[src/design/rlpi_pkg.sv]
// rlpi_pkg: shared types, constants and helpers for the rotated line /
// parabola intersection pipeline. No dependencies; imported by every module.

package rlpi_pkg;

  localparam int FRAC_BITS_DEF = 16;

  // register map
  localparam logic [2:0] REG_RADIUS = 3'd0;
  localparam logic [2:0] REG_COS    = 3'd1;
  localparam logic [2:0] REG_SIN    = 3'd2;
  localparam logic [2:0] REG_COEF_A = 3'd3;
  localparam logic [2:0] REG_COEF_B = 3'd4;

  // status codes
  localparam logic [1:0] ST_OK       = 2'd0;
  localparam logic [1:0] ST_NEG_DISC = 2'd1;
  localparam logic [1:0] ST_ZERO_A   = 2'd2;
  localparam logic [1:0] ST_SAT      = 2'd3;

  localparam logic signed [31:0] INT32_MAX = 32'sh7fff_ffff;
  localparam logic signed [31:0] INT32_MIN = 32'sh8000_0000;

  // cell datapath widths
  localparam int ROOT_W    = 32;  // sqrt result bits, one per cell
  localparam int SQ_REM_W  = 35;
  localparam int RAD_W     = 64;
  localparam int Q_W       = 32;  // quotient bits, one per cell
  localparam int DIV_REM_W = 33;
  localparam int DEN_W     = 33;

  typedef struct packed {
    logic signed [31:0] radius;
    logic signed [15:0] cos_theta;
    logic signed [15:0] sin_theta;
    logic signed [31:0] coef_a;
    logic signed [31:0] coef_b;
  } cfg_t;

  typedef struct packed {
    logic               clip;
    logic signed [31:0] val;
  } sat_t;

  // sideband that rides along the cell chains
  typedef struct packed {
    logic               bypass;   // result already final (pi/2, zero A, neg disc)
    logic [1:0]         st;
    logic signed [31:0] y_early;
    logic               neg;      // quotient sign
    logic               ovf;      // |quotient| >= 2^32
  } side_t;

  typedef struct packed {
    side_t              base;
    logic signed [31:0] bb;
    logic signed [31:0] ac;
  } sq_side_t;

  function automatic sat_t sat32(input logic signed [71:0] v);
    sat_t r;
    if (v > 72'(INT32_MAX)) begin
      r.clip = 1'b1;
      r.val  = INT32_MAX;
    end else if (v < 72'(INT32_MIN)) begin
      r.clip = 1'b1;
      r.val  = INT32_MIN;
    end else begin
      r.clip = 1'b0;
      r.val  = v[31:0];
    end
    return r;
  endfunction

endpackage

[src/design/rlpi_sqrt_cell.sv]
// rlpi_sqrt_cell: one restoring square-root step (one root bit per cell).
// Depends on rlpi_pkg.

module rlpi_sqrt_cell import rlpi_pkg::*; #(
  parameter int SW = $bits(sq_side_t)
) (
  input  logic                clk,
  input  logic                rst,
  input  logic                en,
  input  logic                up_valid,
  input  logic [SQ_REM_W-1:0] up_rem,
  input  logic [ROOT_W-1:0]   up_root,
  input  logic [RAD_W-1:0]    up_rad,
  input  logic [SW-1:0]       up_side,
  output logic                dn_valid,
  output logic [SQ_REM_W-1:0] dn_rem,
  output logic [ROOT_W-1:0]   dn_root,
  output logic [RAD_W-1:0]    dn_rad,
  output logic [SW-1:0]       dn_side
);

  logic [SQ_REM_W-1:0] rem_t, trial;
  logic                hit;

  // bring down the next two radicand bits, try (4*root + 1)
  assign rem_t = {up_rem[SQ_REM_W-3:0], up_rad[RAD_W-1 -: 2]};
  assign trial = {1'b0, up_root, 2'b01};
  assign hit   = rem_t >= trial;

  always_ff @(posedge clk) begin
    if (en) begin
      dn_rem  <= hit ? rem_t - trial : rem_t;
      dn_root <= {up_root[ROOT_W-2:0], hit};
      dn_rad  <= {up_rad[RAD_W-3:0], 2'b00};
      dn_side <= up_side;
    end
  end

  always_ff @(posedge clk) begin
    if (rst) begin
      dn_valid <= 1'b0;
    end else if (en) begin
      dn_valid <= up_valid;
    end
  end

endmodule

[config.mk]
export PLATFORM = sky130hd
export DESIGN_NAME = rlpi_sqrt_cell
export DESIGN_NICKNAME = d
export VERILOG_FILES = /design/src/design/rlpi_pkg.sv /design/src/design/rlpi_sqrt_cell.sv
export SDC_FILE = /design/constraint.sdc
export NUM_CORES = 1
export LEC_CHECK = 0
export ABC_CLOCK_PERIOD_IN_PS = 4000
export BUFFER_PORTS_ARGS = -buffer_cell sky130_fd_sc_hd__buf_4
export CAP_MARGIN = 5
export CORE_AREA = 3 3 182 184
export CTS_CLUSTER_DIAMETER = 60
export DETAILED_ROUTE_END_ITERATION = 10
export DIE_AREA = 0 0 185 187
export GPL_TIMING_DRIVEN = 1
export SLEW_MARGIN = 20
export SYNTH_ARGS = -nofsm -noshare
export SYNTH_HDL_FRONTEND = slang
export SYNTH_SLANG_ARGS = --single-unit
export TNS_END_PERCENT = 100
[constraint.sdc]
create_clock -name clk -period 4 [get_ports clk]
set_input_delay 0.4 -clock clk [delete_from_list [all_inputs] [get_ports clk]]
set_output_delay 0.4 -clock clk [all_outputs]
set_load 0.005 [all_outputs]
# Word level (Yosys, flattened, before mapping)
# Cells that the tools add are included.
# totals
elab_cells	8
ff_bits	231
out_inout_bits	233
inputBits	236
# op_classes
add_sub_neg	1
n_mux	1
magnitude_cmp	1
# op_table
op	n
greater-or-equal comparator 35 x 34 -> 1 bit	1
2-to-1 mux 35 bit	1
subtractor 35 x 34 -> 35 bit	1

# Depth between registers and ports, before layout
# logic_depth
depth_word	2
ltp_mapped	14
depth_no_buf	11

# Worst setup path after synthesis
# OpenSTA, ideal clock, no wires.
# synth_path
kind	in2reg
from	input up_root[0]
to	register dn_rem[34] (data pin)
t_arrival_ns	2.546
path_buffers	1
stages	11
t_required_ns	3.744
path_slack_ns	1.198
setup_ns	0.256
path_cell_list	inv_1 -> ha_1 -> o211ai_1 -> o211ai_1 -> a311o_1 -> and3_1 -> or3_1 -> nand2_2 -> buf_2 -> a211oi_1 -> a31o_2
# synth_between
elab_chain_len	2
word_cells_on_any_way	3
classes_between	1 x add/sub; 1 x order compare; 1 x mux
# synth_rtl
item	line_no	text
from (decl)	rlpi_sqrt_cell.sv:12	input logic [ROOT_W-1:0] up_root,
subtractor 35 x 34 -> 35 bit / greater-or-equal comparator 35 x 34 -> 1 bit (equally long branches)	rlpi_sqrt_cell.sv:32, rlpi_sqrt_cell.sv:28	
2-to-1 mux 35 bit (*)	rlpi_sqrt_cell.sv:32	dn_rem <= hit ? rem_t - trial : rem_t;
to (signal assigned)	rlpi_sqrt_cell.sv:32	
to (decl)	rlpi_sqrt_cell.sv:16	output logic [SQ_REM_W-1:0] dn_rem,
# Mark *: on every way between the ends. The rest lies on a longest branch, timed or not.
# A chain may end at the register's enable or synchronous reset.

# Worst setup path after layout
# layout_path
from	input up_root[18]
to	register dn_rem[12] (data pin)
# layout_between
elab_chain_len	2
# layout_rtl
item	line_no	text
greater-or-equal comparator 35 x 34 -> 1 bit	rlpi_sqrt_cell.sv:28	assign hit = rem_t >= trial;
2-to-1 mux 35 bit	rlpi_sqrt_cell.sv:32	
# Every way passes these cells.

==> results.md <==
- Clock-pin slew on the worst setup and hold paths: ~0.060 ns
- Arrival @ worst endpoint: about 3.6 ns
- Global route overflow: 0
- PortBufs: about 460
- Sequential power share: around 44%
- Worst setup path start: up_root[18]
- Avg WL per Cell: just over 20 um
- Synth cell types: between 50 and 60
- Initial antenna violation count: 8
- Chip width: ~190 um
- Final min period: 3.254 ns
- Die outline height: approximately 190 um
- Initial DRC Count: between 200 and 300
- Vias in the first global route: between 8000 and 9000
- Slowest CP cell: dlygate4sd3_1
- Initial core utilization: slightly below 30%
- Ys async rst share: 0%
- Root Buffer: clkbuf_16
- Top post-synthesis cells by area: edfxtp_1 (74%), ha_1 (4.5%), a21oi_1 (2.7%), nor2_1 (1.8%), nand2_1 (1.7%)
- Final Total Pwr: 0.006799 W
- Ports: ~470
- Critical Path End: dn_rem[12]$_DFFE_PP_
- Crit path max fanout: 49
- Yosys top cell by area: edfxtp_1
- Finish-stage setup viols: 0
- Slowest stage delay, CP: 0.55 ns
- Final-report hold violation count: 0
- Worst-Skew Late Latency: between 0.5 and 0.6 ns
- Mapped Area: between 9000 and 10000 um^2
- Routability Congestion: around 0.82
- Post-synthesis average cell area: roughly 15 um^2
- Area occupied by multi-input gates: between 2000 and 2500 um^2
- Slew @ Worst Pin: 0.8806 ns
- Clock power frac: 37.6%
- Hold Crit Class: in -> reg
- Antenna-violating nets left: 0
- Cts repair resizes: 0
- First-pass GRT wire length: around 49 mm
- Reg-to-Reg Start: dn_valid$_SDFFE_PP0P_
- Max-cap viol count: 0
- Sequential area share after synthesis: about three quarters
- Synthesis-to-finish area growth: 69.25%
- Fill cells: roughly 2700
- Layout cells sized above 1: around two fifths
- Outcome: complete, no violations
- Post-Syn Instances: around 630
- Worst reg2reg path endpoint: dn_valid$_SDFFE_PP0P_
- Worst r2r path cells: 2
- Comb power frac: between 15 and 20%
- Placed instance count: between 1000 and 1500
- Post-DP HPWL: 25.66 mm
- Critical path startpoint category: input pin
- CTS tree: yes
- Crit path max-delay family: buffers and inverters
- Vias: approximately 7800
- Endpoint class of the critical path: flip-flop
- Pwr per Cell Area: around 430 nW/um^2
- Unrepaired setup endpoints after global routing: no
- Switching Share: 25.11%
- Post-synth EDFFs: between 200 and 250
- Routed Wire Length: around 34 mm
- Setup TNS: 0 ns
- Post-synth top area share: around 74%
- Sequential cell area: roughly 6900 um^2
- FMAX: 307.3 MHz
- Final Max Slew Viols: 0
- CP cell instances: dlygate4sd3_1, buf_4, inv_1, ha_1, a21oi_1, o21ai_0, a221oi_2, nand3_1, or3_1, nand2_2, inv_2, mux2_2
- Internal power: ~0.0051 W
- # DRC: 0
- Worst slew margin: between 40% and 50%
- GRT Total Usage: 18.60%
- Tcrit/Tclk final: approximately 80%
- Crit path depth: 12
- NetSw: between 0.0015 and 0.002 W
- Die area: between 30000 and 40000 um^2
- Htree depth: 1
- Ys flop type: edfxtp_1
- Setup slack, reg-to-reg: 3.41 ns
- LEAKAGE: 6.849 nW
- Number of vias per cell: approximately 4.6
- DRT Pass-1 Iters: 4
- Yosys warns: 0
- Fin nets: 1541
- Clock Tree Buf Depth: 3
- Largest net degree at the start of global routing: just under 100
- Row Count: 65
- CORE AREA: 31560 um^2
- Crit Path Class: in -> reg
- Cell Count, Final, Fillers Out: around 1700
- Post-synthesis register bit count: 231
- Clock sink count: around 230
- CP Buf/Inv Count: 4
- Clk_skew: 0 ns
- Req. time, crit path: 4.30 ns
- VDD IR-drop max: a little under 0.3 mV
- CTS buffer count: 29
how the worst min path moves through the flow:
stage	cells past startpoint	end	startpoint	slack, ns
floorplan	1	dn_valid$_SDFFE_PP0P_	rst	0.47
CTS	1	dn_root[24]$_DFFE_PP_	up_root[23]	0.0009
global route	1	dn_root[24]$_DFFE_PP_	up_root[23]	0.003
global placement	2	dn_valid$_SDFFE_PP0P_	dn_valid$_SDFFE_PP0P_	0.48
finish	1	dn_root[22]$_DFFE_PP_	up_root[21]	0.03
detailed placement	2	dn_valid$_SDFFE_PP0P_	dn_valid$_SDFFE_PP0P_	0.49
cells in the final DEF (no fill, tap or decap), types with 4 or more instances in the layout:
cell type and n:
buf_4 465, edfxtp_1 230, dlygate4sd3_1 162, a21oi_1 51, nor2_1 44, nand2_1 43
inv_1 37, ha_1 34, clkbuf_16 29, o21ai_0 20, xnor2_1 16, a21o_1 14
nand3_1 12, xor2_1 12, and3_1 8, nand2b_1 8, a211oi_1 8, diode_2 7
nand4_1 7, nor3_1 6, a31oi_1 6, o211ai_1 5, o21a_1 4, clkinv_2 4
clkinv_1 4, inv_6 4
Yosys cell counts, drive strengths merged (6+ instances only):
library cell  number
a31oi              6
o21ai             21
clkbuf            17
buf                7
nor2              44
nand4              7
xor2              12
a21oi             51
and3               8
ha                34
edfxtp           230
nor3               9
nand3             12
nand2             44
xnor2             16
a211oi             8
nand2b             8
a21o              14
inv               38
state kept, by name, indices dropped and copies added (netlist names):
signal and cells:
dn_side 101, dn_rad 62, dn_rem 35, dn_root 32
dn_valid 1
power by group through the flow:
stage               Combinational [W]  Clock (W)  Sequential (W)
floorplan                    0.000369          0         0.00307
global placement              0.00110          0         0.00304
detailed placement            0.00111          0         0.00305
CTS                           0.00125    0.00262         0.00300
global route                  0.00135    0.00272         0.00302
finish                        0.00124    0.00255         0.00300
per-stage QoR:
stage,setup WS [ns],instance area (um^2),hold WS [ns],utilization (%)
2_1_floorplan,1.198,9395,0.4724,-
3_3_place_gp,0.4675,13320,0.4794,42.22
3_5_place_dp,0.4447,13320,0.4939,42.22
4_1_cts,0.7567,15860,0.0008944,50.25
5_1_grt,0.5153,15900,0.002508,50.37
6_report,0.7461,15900,0.02949,50.37
area by class of cell:
cell class / instances / share of cell area (%)
antenna: 7 / 0.1102
clock buffer: 32 / 4.636
clock inverter: 20 / 1.244
inverter: 38 / 0.8974
multi-input combinational: 341 / 13.86
sequential: 231 / 43.58
tap: 402 / 3.164
timing repair buffer: 630 / 32.51
kinds of logic (layout without fill, tap and decap cells):
group / after synthesis / count (layout) / share of synthesized area [%]
buffers and inverters: 62 / 720 / 2.824
muxes: 3 / 3 / 0.3331
xor gates and xnor gates: 28 / 28 / 2.611
and+or+nand+nor: 142 / 142 / 7.088
AOI/OAI and AO/OA: 132 / 132 / 8.820
DFF: 231 / 231 / 73.75
other: 1 / 9 / 0.03993
adders and majority gates: 34 / 34 / 4.530
what timing repair did:
| action | in CTS | in global routing |
|---|---|---|
| endpoints found under the hold margin | 160 | 2 |
| hold buffers | 160 | 2 |
| endpoints found under the setup margin | 0 | 0 |
| buffers inserted | 0 | 0 |
layer usage:
metal	up-vias	GRT usage (%)	routed length, um
met3	61	6.029	3002
met4	2	5.599	1004
met5	-	0	12
met1	3717	20.23	12180
met2	310	34.13	18110
li1	3666	-	-
Note: power is estimated with default switching activity, not from simulation.
