[src/design/rlpi_pkg.sv]
// rlpi_pkg: shared types, constants and helpers for the rotated line /
// parabola intersection pipeline. No dependencies; imported by every module.

package rlpi_pkg;

  localparam int FRAC_BITS_DEF = 16;

  // register map
  localparam logic [2:0] REG_RADIUS = 3'd0;
  localparam logic [2:0] REG_COS    = 3'd1;
  localparam logic [2:0] REG_SIN    = 3'd2;
  localparam logic [2:0] REG_COEF_A = 3'd3;
  localparam logic [2:0] REG_COEF_B = 3'd4;

  // status codes
  localparam logic [1:0] ST_OK       = 2'd0;
  localparam logic [1:0] ST_NEG_DISC = 2'd1;
  localparam logic [1:0] ST_ZERO_A   = 2'd2;
  localparam logic [1:0] ST_SAT      = 2'd3;

  localparam logic signed [31:0] INT32_MAX = 32'sh7fff_ffff;
  localparam logic signed [31:0] INT32_MIN = 32'sh8000_0000;

  // cell datapath widths
  localparam int ROOT_W    = 32;  // sqrt result bits, one per cell
  localparam int SQ_REM_W  = 35;
  localparam int RAD_W     = 64;
  localparam int Q_W       = 32;  // quotient bits, one per cell
  localparam int DIV_REM_W = 33;
  localparam int DEN_W     = 33;

  typedef struct packed {
    logic signed [31:0] radius;
    logic signed [15:0] cos_theta;
    logic signed [15:0] sin_theta;
    logic signed [31:0] coef_a;
    logic signed [31:0] coef_b;
  } cfg_t;

  typedef struct packed {
    logic               clip;
    logic signed [31:0] val;
  } sat_t;

  // sideband that rides along the cell chains
  typedef struct packed {
    logic               bypass;   // result already final (pi/2, zero A, neg disc)
    logic [1:0]         st;
    logic signed [31:0] y_early;
    logic               neg;      // quotient sign
    logic               ovf;      // |quotient| >= 2^32
  } side_t;

  typedef struct packed {
    side_t              base;
    logic signed [31:0] bb;
    logic signed [31:0] ac;
  } sq_side_t;

  function automatic sat_t sat32(input logic signed [71:0] v);
    sat_t r;
    if (v > 72'(INT32_MAX)) begin
      r.clip = 1'b1;
      r.val  = INT32_MAX;
    end else if (v < 72'(INT32_MIN)) begin
      r.clip = 1'b1;
      r.val  = INT32_MIN;
    end else begin
      r.clip = 1'b0;
      r.val  = v[31:0];
    end
    return r;
  endfunction

endpackage

[src/design/rlpi_div_cell.sv]
// rlpi_div_cell: one restoring unsigned division step (one quotient bit).
// Depends on rlpi_pkg.

module rlpi_div_cell import rlpi_pkg::*; #(
  parameter int SW = $bits(side_t)
) (
  input  logic                 clk,
  input  logic                 rst,
  input  logic                 en,
  input  logic                 up_valid,
  input  logic [DIV_REM_W-1:0] up_rem,
  input  logic [Q_W-1:0]       up_lo,
  input  logic [Q_W-1:0]       up_q,
  input  logic [DEN_W-1:0]     up_den,
  input  logic [SW-1:0]        up_side,
  output logic                 dn_valid,
  output logic [DIV_REM_W-1:0] dn_rem,
  output logic [Q_W-1:0]       dn_lo,
  output logic [Q_W-1:0]       dn_q,
  output logic [DEN_W-1:0]     dn_den,
  output logic [SW-1:0]        dn_side
);

  logic [DIV_REM_W:0] rem_t, diff;
  logic               hit;

  assign rem_t = {up_rem, up_lo[Q_W-1]};
  assign diff  = rem_t - {1'b0, up_den};
  assign hit   = rem_t >= {1'b0, up_den};

  always_ff @(posedge clk) begin
    if (en) begin
      dn_rem  <= hit ? diff[DIV_REM_W-1:0] : rem_t[DIV_REM_W-1:0];
      dn_lo   <= {up_lo[Q_W-2:0], 1'b0};
      dn_q    <= {up_q[Q_W-2:0], hit};
      dn_den  <= up_den;
      dn_side <= up_side;
    end
  end

  always_ff @(posedge clk) begin
    if (rst) begin
      dn_valid <= 1'b0;
    end else if (en) begin
      dn_valid <= up_valid;
    end
  end

endmodule

[config.mk]
export PLATFORM = sky130hd
export DESIGN_NAME = rlpi_div_cell
export DESIGN_NICKNAME = d
export VERILOG_FILES = /design/src/design/rlpi_pkg.sv /design/src/design/rlpi_div_cell.sv
export SDC_FILE = /design/constraint.sdc
export NUM_CORES = 1
export LEC_CHECK = 0
export BUFFER_PORTS_ARGS = -buffer_cell sky130_fd_sc_hd__buf_2
export CAP_MARGIN = 20
export CORE_MARGIN = 5
export CORE_UTILIZATION = 47
export DETAILED_ROUTE_END_ITERATION = 7
export HOLD_SLACK_MARGIN = 0.08
export PLACE_DENSITY = 0.9
export SYNTH_ARGS = -nofsm -noshare
export SYNTH_HDL_FRONTEND = slang
export SYNTH_SLANG_ARGS = --single-unit
[constraint.sdc]
create_clock -name clk -period 4.4 [get_ports clk]
set_input_delay 0.88 -clock clk [delete_from_list [all_inputs] [get_ports clk]]
set_output_delay 0.88 -clock clk [all_outputs]
set_load 0.02 [all_outputs]
# Word-level counts from Yosys, hierarchy flattened
# Index checks and enable logic that the tools add are counted.
word_totals:
  register_bits: 167
  latchBits: 0
  ram_bits: 0
  mem_bits_ro: 0
  in_bits: 171
  n_memories: 0
classes:
  n_addsub: 1
  mul: 0
  div: 0
  n_lt_le_gt_ge: 1
  n_eq_ne: 0
  shift: 0
  mux: 1
  bitwise_logic: 0
  n_reduce_logical: 0
op_table:
  columns: ["cell", "count"]
  rows:
  - ["$ge A34 B33 Y1", 1]
  - ["$mux W33", 1]
  - ["$sub A33 B33 Y33", 1]

# Logic depth before layout (Yosys ltp)
# Gate-level depths: netlist of run 1.
logic_depth:
  ltp_word: 2
  depth_mapped: 14

# Worst setup path after synthesis of run 1
# Ideal clock, no wire load.
synth_timing:
  path_type: "input port to flip-flop"
  start: "in up_lo[31]"
  end: "reg dn_rem[1] (data pin)"
  setup_ps: 260
  t_arrival_ps: 3189
  required_time_ps: 4140
  setup_slack_ps: 951
  stages: 12
  n_path_buf: 1
  path_cell_list: "inv_1 -> ha_1 -> inv_1 -> fa_1 -> a21o_1 -> a221o_2 -> a21oi_2 -> o41a_4 -> o31ai_4 -> a41oi_2 -> buf_6 -> mux2_4"
synth_between:
  elab_chain_len: 2
  elab_cells_between_ends: 3
synth_rtl:
  columns: ["item", "line_no", "rtl"]
  rows:
  - ["start: declaration", "rlpi_div_cell.sv:12", "input logic [Q_W-1:0] up_lo,"]
  - ["$sub A33 B33 Y33 or $ge A34 B33 Y1 (tied branches)", "rlpi_div_cell.sv:28, rlpi_div_cell.sv:29", null]
  - ["$mux W33 *", "rlpi_div_cell.sv:33", "dn_rem <= hit ? diff[DIV_REM_W-1:0] : rem_t[DIV_REM_W-1:0];"]
  - ["end signal: assignment", "rlpi_div_cell.sv:33", null]
  - ["end: declaration", "rlpi_div_cell.sv:17", "output logic [DIV_REM_W-1:0] dn_rem,"]
# Every way passes the cells marked *; elsewhere a longest branch is shown, timed or not.
# A chain may end at the register's enable or synchronous reset.

# Final worst setup path of run 1
layout_timing:
  start: "in up_lo[31]"
  end: "reg dn_rem[32] (data pin)"
# The elaborated chain is that of the path after synthesis.

==> results of run 1 <==
## worst paths after layout
kind | cells past startpoint | slack [ps] | start | to
max | 13 | 790 | up_lo[31] | dn_rem[32]
min | 2 | 590 | dn_valid | dn_valid
min reg2reg | 2 | 590 | dn_valid | dn_valid
max reg2reg | 2 | 3720 | dn_valid | dn_valid
## registers in the layout, indices dropped and copies added, names as in the netlist
register  cells
dn_den       33
dn_rem       33
dn_side      37
dn_q         32
dn_valid      1
dn_lo        31
## worst reg2reg max path: stages, from the launching register on
cell and delay (ps):
dfxtp_1 320, mux2i_1 170, nor2_1 70
## cell type report
class	instances	area [um^2]	share of cell area (%)
Sequential cell	167	5000	50.1
Multi-Input combinational cell	314	2160	21.6
Timing Repair Buffer	340	1760	17.6
Clock buffer	19	443	4.43
Tap cell	216	270	2.70
Clock inverter	13	168	1.68
Inverter	42	158	1.58
Antenna cell	15	37.5	0.375
## report_power, final
group | switching, mW | internal [mW] | total (mW)
Clock | 0.654 | 0.869 | 1.52
Sequential | 0.0404 | 1.93 | 1.97
Combinational | 0.549 | 0.306 | 0.856
## layer usage
metal | routed length, um | GRT usage [%] | vias up
li1 | - | - | 2713
met1 | 7390 | 23.0 | 2722
met2 | 12100 | 42.6 | 294
met3 | 2120 | 6.87 | 53
met4 | 835 | 12.7 | 2
met5 | 13 | 0 | -
## cells by family (layout without fill, tap and decap cells)
logic type / Yosys count / after routing
xor gates and xnor gates: 28 / 28
adders and majority gates: 34 / 34
AOI/OAI and AO/OA: 132 / 132
other: 1 / 16
and+or+nand+nor: 117 / 117
DFF: 167 / 167
buffers and inverters: 57 / 414
muxes: 2 / 2
## layout by cell type (no fill, tap or decap), types with 8 or more instances in the layout
cell,Yosys,final
a21o_1,12,12
a21oi_1,32,32
buf_2,2,335
clkbuf_16,0,17
diode_2,0,15
edfxtp_1,166,166
ha_1,33,33
inv_1,42,42
nand2_1,59,59
nand3_1,8,8
nor2_1,21,21
o21ai_0,23,23
o21ai_2,16,16
xnor2_1,16,16
xor2_1,12,12
## stage by stage
| stage | hold WS [ps] | util [%] | total power, mW |
|---|---|---|---|
| after floorplan | 579 | - | 2.51 |
| after global placement | 476 | 59.5 | 2.82 |
| after detailed placement | 575 | 59.5 | 2.85 |
| after CTS | 593 | 63.4 | 4.37 |
| after global routing | 610 | 63.6 | 4.53 |
| final | 589 | 63.6 | 4.35 |
==> flow_summary.ini, run 1 <==
[global_route]
grt_overflow = 0
track_usage_pct = 23.0
grt_pass1_vias = 5697
antenna_found_initial = 14
grt_pass1_wl_mm = 31.2
grt_start_max_net_pins = 95

[synth]
synthDistinctLibCells = 53
synthAdderAreaFrac_pct = 5.83
yosysTopAreaCellShare_pct = 67.2
synth_largest_area_cell = edfxtp_1
synth_xor_area_share_pct = 3.31
synth_compound_area_share_pct = 12.4
synth.area.top_cells = edfxtp_1 67%, ha_1 5.6%, nand2_1 3.0%, a21oi_1 2.2%, inv_1 2.1%
synthArstFlopShare_pct = 0
syn_area_um2 = 7420
syn_nets = 743
synth_top_flop_cell = edfxtp_1
synth_top_family_by_area = compound AO/OA/AOI/OAI gates
synth.most_common_cell = edfxtp_1
synthSimpleGateAreaFrac_pct = 7.03
ys_top_cells_by_count = 166 x edfxtp_1, 59 x nand2_1, 42 x inv_1
ys_seq_elements = 167
netlist_instances = 538
synthMuxAreaShare_pct = 0.337
avgSynthCellArea_um2 = 13.8
yosysWarnings = 0
synth-edff-count = 166
synth_sequential_area_ratio_pct = 67.5

[detailed_routing]
final_antenna_net_count = 0
wl_per_cell_um = 20.0
drt_iter0_drc = 339
drc = 0
viasPerCell = 5.14
vias = 5784
wirelength_mm = 22.5
first_pass_iters = 5

[die]
fp.dieArea_um2 = 18400
die_y_um = 136
start_util_pct = 47.2
placeableCoreArea_um2 = 15700
row_count = 46
io_pins = 339
die_w_um = 136

[layout]
drive_gt1_share_pct = 44.2
nets = 1087
fill_cells = 1188
syn2layout_area_growth_pct = 34.7
instances_no_fill = 1126
fin_area_um2 = 10000

[sta]
final.setup_skew_ps = 0
fin_crit_sh_pct = 82.0
period_needed_ps = 3610
final.setup.tns_ps = 0
rsz0062_at_grt = false
hold_viol = 0
max_freq_mhz = 277
maxSlewHeadroom_pct = 38.5
finalWorstSetupSlack_ps = 793
setup_viol = 0
drv_slew = 0
worst_pin_slew_ps = 922

[setup_path]
cp.arrival_ps = 3780
slowest_delay_ps = 410
crit_path_top_delay_cell = a221o_2
path_buf_inv = 3
path_class = input port to flop
worstPathRequired_ps = 4570
cp-start-kind = input port
critPathCaptureType = flop
crit_path_max_fanout = 4
crit_top_cell = inv_1
crit_chain = buf_2 > inv_1 > ha_1 > inv_1 > fa_1 > a21o_1 > a221o_2 > a211oi_1 > o21ai_0 > a21oi_1 > o311ai_0 > xnor2_1 > o21ai_1
cp_top_family = compound AO/OA/AOI/OAI gates

[job]
cap_violations = 0

[clock_tree]
cts_root_buf = clkbuf_16
cts_buffer_depth = 2
cts_tree = yes
cts_sinks = 167
cts_buffers = 17
htree_levels = 4
clk_transition_reported_paths_ps = 70
postCtsSetupBuffers = 0
cts_hold_buf = 0
clock_latency_ps = 420
cts.repair.resized = 0

[placement]
gp_congestion = 0.845
dp_cells = 1079
pre_cts_ws_ps = 405
dpl_cell_area_um2 = 9350
portBuffers = 336
hpwl_mm = 17.5

[worst_hold_path]
hold_path_class = flop to flop

[run_status]
outcome = completed

[power]
ir_drop_mv = 0.253
power_leakage_nw = 4.41
power.density_nw_per_um2 = 435
No activity file was read; power rests on OpenSTA's default activity.
==> run 2, diff against run 1 <==
--- a/config.mk
+++ b/config.mk
@@ -5,13 +5,14 @@
 export SDC_FILE = /design/constraint.sdc
 export NUM_CORES = 1
 export LEC_CHECK = 0
+export ABC_AREA = 1
 export BUFFER_PORTS_ARGS = -buffer_cell sky130_fd_sc_hd__buf_2
 export CAP_MARGIN = 20
 export CORE_MARGIN = 5
-export CORE_UTILIZATION = 47
+export CORE_UTILIZATION = 49
 export DETAILED_ROUTE_END_ITERATION = 7
 export HOLD_SLACK_MARGIN = 0.08
-export PLACE_DENSITY = 0.9
+export PLACE_DENSITY = 0.91
 export SYNTH_ARGS = -nofsm -noshare
 export SYNTH_HDL_FRONTEND = slang
 export SYNTH_SLANG_ARGS = --single-unit
==> constraint.sdc (replaced) <==
create_clock -name clk -period 3.4 [get_ports clk]
set_input_delay 0.68 -clock clk [delete_from_list [all_inputs] [get_ports clk]]
set_output_delay 0.68 -clock clk [all_outputs]
set_load 0.02 [all_outputs]
==> run 2 against run 1 <==
Effect of this change: hold slack worse by 190 ps; non-clock buffer count is 2 higher; final area is 9.2% higher; core utilization is 2.0 points higher; largest cell class unchanged; die area is 7.3% higher; setup slack better by 160 ps; combinational power is 38% higher; highest routed layer is now met4; clock skew stayed put; sequential share of layout area is 4.2 points lower; first-iteration DRC count is 68% higher.
==> flow_summary.ini, run 2 <==
[detailed_routing]
drt_iter0_drc = 571
wirelength_mm = 26.1
first_pass_iters = 5
wl_per_cell_um = 18.0
vias = 7029
final_antenna_net_count = 0
viasPerCell = 4.85
drc = 0

[synth]
yosysWarnings = 0
synth_sequential_area_ratio_pct = 60.0
syn_area_um2 = 8350
synth.most_common_cell = nand2_1
synthDistinctLibCells = 33
ys_top_cells_by_count = 288 x nand2_1, 166 x edfxtp_1, 155 x inv_1
avgSynthCellArea_um2 = 9.82
ys_seq_elements = 167
yosysTopAreaCellShare_pct = 59.7
synth.area.top_cells = edfxtp_1 60%, nand2_1 13%, inv_1 7.0%, ha_1 4.9%, nand3_1 3.2%
netlist_instances = 850
synthArstFlopShare_pct = 0
synth_largest_area_cell = edfxtp_1
synth-edff-count = 166
synth_top_flop_cell = edfxtp_1
syn_nets = 1055

[clock_tree]
htree_levels = 4
cts.repair.resized = 0
cts_tree = yes
cts_buffer_depth = 2
cts_hold_buf = 0
cts_sinks = 167
cts_buffers = 17
clk_transition_reported_paths_ps = 80
cts_root_buf = clkbuf_16
clock_latency_ps = 420
postCtsSetupBuffers = 0

[setup_path]
r2r_start = dn_valid
cp-start-kind = input port
path_buf_inv = 3
cp_top_family = simple AND/OR/NAND/NOR gates
ff2ff_setup_slack_ps = 2790
slowest_delay_ps = 430
worstPathRequired_ps = 3580
critPathCaptureType = flop
cp.arrival_ps = 2630
crit_chain = buf_2 > inv_1 > ha_1 > inv_1 > fa_1 > nand3_1 > nand3_2 > nand2_1 > nand2_2 > nand2_4 > nand2_8 > nand3_2 > nand2_1
r2r-end = dn_valid
rr_worst_depth = 2
crit_path_max_fanout = 35
path_class = input port to flop
crit_path_top_delay_cell = fa_1

[global_route]
grt_start_max_net_pins = 70
antenna_found_initial = 11
grt_pass1_vias = 7022
grt_overflow = 0
grt_pass1_wl_mm = 38.2
track_usage_pct = 25.4

[sta]
worst_pin_slew_ps = 661
fin_crit_sh_pct = 72.0
whs_ps = 401
maxSlewHeadroom_pct = 55.9
period_needed_ps = 2450
drv_slew = 0
hold_viol = 0
rsz0062_at_grt = false
setup_viol = 0
final.setup.tns_ps = 0
final.setup_skew_ps = 0
max_freq_mhz = 409

[power]
power_leakage_nw = 5.55
ir_drop_mv = 0.343
total_power_mw = 5.63
power.density_nw_per_um2 = 516

[worst_hold_path]
hold_depth = 2
hold_path_class = input port to flop
hp-start = rst
min_to = dn_valid

[layout]
final_common_cell = buf_2
syn2layout_area_growth_pct = 30.8
largest_register = dn_side
utilization_pct = 65.6
drive_gt1_share_pct = 34.0
reg_top3 = dn_side (37), dn_den (33), dn_rem (33)
nets = 1406
largest_reg_flops = 37
fill_cells = 1362
final_cell_mix = 335 x buf_2, 288 x nand2_1, 166 x edfxtp_1, 155 x inv_1, 54 x nand3_1

[run_status]
outcome = completed

[placement]
gp_congestion = 0.923
portBuffers = 336
hpwl_mm = 20.3

[die]
io_pins = 339
die_y_um = 141
start_util_pct = 50.2
fp.dieArea_um2 = 19700
row_count = 47
die_w_um = 141
placeableCoreArea_um2 = 16600

[job]
cap_violations = 0
[run 2: cell types whose count changed in the layout (fill, tap and decap cells not counted), sizes merged, moves of 6 or more]
cell / previous run / this run
a21o: 13 / 2
xnor2: 16 / 1
nor2: 21 / 42
nand2: 59 / 297
nand3b: 0 / 10
o21bai: 6 / 0
a21oi: 33 / 21
nor3: 5 / 11
nand3: 8 / 69
inv: 45 / 166
and3: 7 / 1
o21ai: 45 / 1
[run 2: logic make-up after synthesis]
logic type	Yosys count	synth area share, %
multiplexers	1	0.120
flip-flops	167	60.0
buffers and inverters	170	8.15
other	1	0.0449
AO/OA/AOI/OAI	24	1.50
adder cells (fa/ha/maj)	34	5.19
XOR/XNOR	14	1.47
AND/OR/NAND/NOR	439	23.6
[run 2: metrics by stage]
stage,instances,setup WS (ps),instance area [um^2]
after global placement,1402,534,10300
after detailed placement,1402,529,10300
after global routing,1449,839,10900
after floorplan,850,1070,8350
after CTS,1434,994,10900
final,1449,953,10900
[run 2: per-layer routing]
metal / global-route usage [%] / share of wire, % / wire, um
met5: 0 / 0 / 0
met1: 28.9 / 38 / 9940
met2: 45.4 / 52 / 13600
met4: 10.5 / 3.2 / 834
met3: 6.58 / 6.7 / 1760
[run 2: worst reg2reg max path: stages, from the launching register on]
cell and delay (ps):
dfxtp_1 310, mux2i_1 140, nor2_1 50
[run 2: cell type report]
| cell class | count | area [um^2] | share of cell area (%) |
|---|---|---|---|
| well taps | 220 | 275 | 2.52 |
| diodes | 15 | 37.5 | 0.344 |
| repair buffers | 342 | 1760 | 16.1 |
| inverters | 160 | 601 | 5.50 |
| clock inverters | 15 | 158 | 1.44 |
| multi-input cells | 513 | 2660 | 24.4 |
| clock buffers | 17 | 425 | 3.90 |
| flip-flops and latches | 167 | 5000 | 45.8 |
[run 2: how the worst max path moves through the flow]
stage | start | end | slack (ps) | cells past startpoint
2_1_floorplan | up_lo[31] | dn_rem[25] | 1070 | 13
3_3_place_gp | up_lo[31] | dn_rem[2] | 530 | 13
3_5_place_dp | up_lo[31] | dn_rem[18] | 530 | 13
4_1_cts | up_lo[31] | dn_rem[18] | 990 | 13
5_1_grt | up_lo[31] | dn_rem[18] | 840 | 13
6_report | up_lo[31] | dn_rem[18] | 950 | 13
[run 2: power breakdown]
group	internal (mW)	leakage [nW]	switching, mW
Clock	0.979	0.282	0.923
Combinational	0.393	3.64	0.789
Sequential	2.49	1.63	0.0573
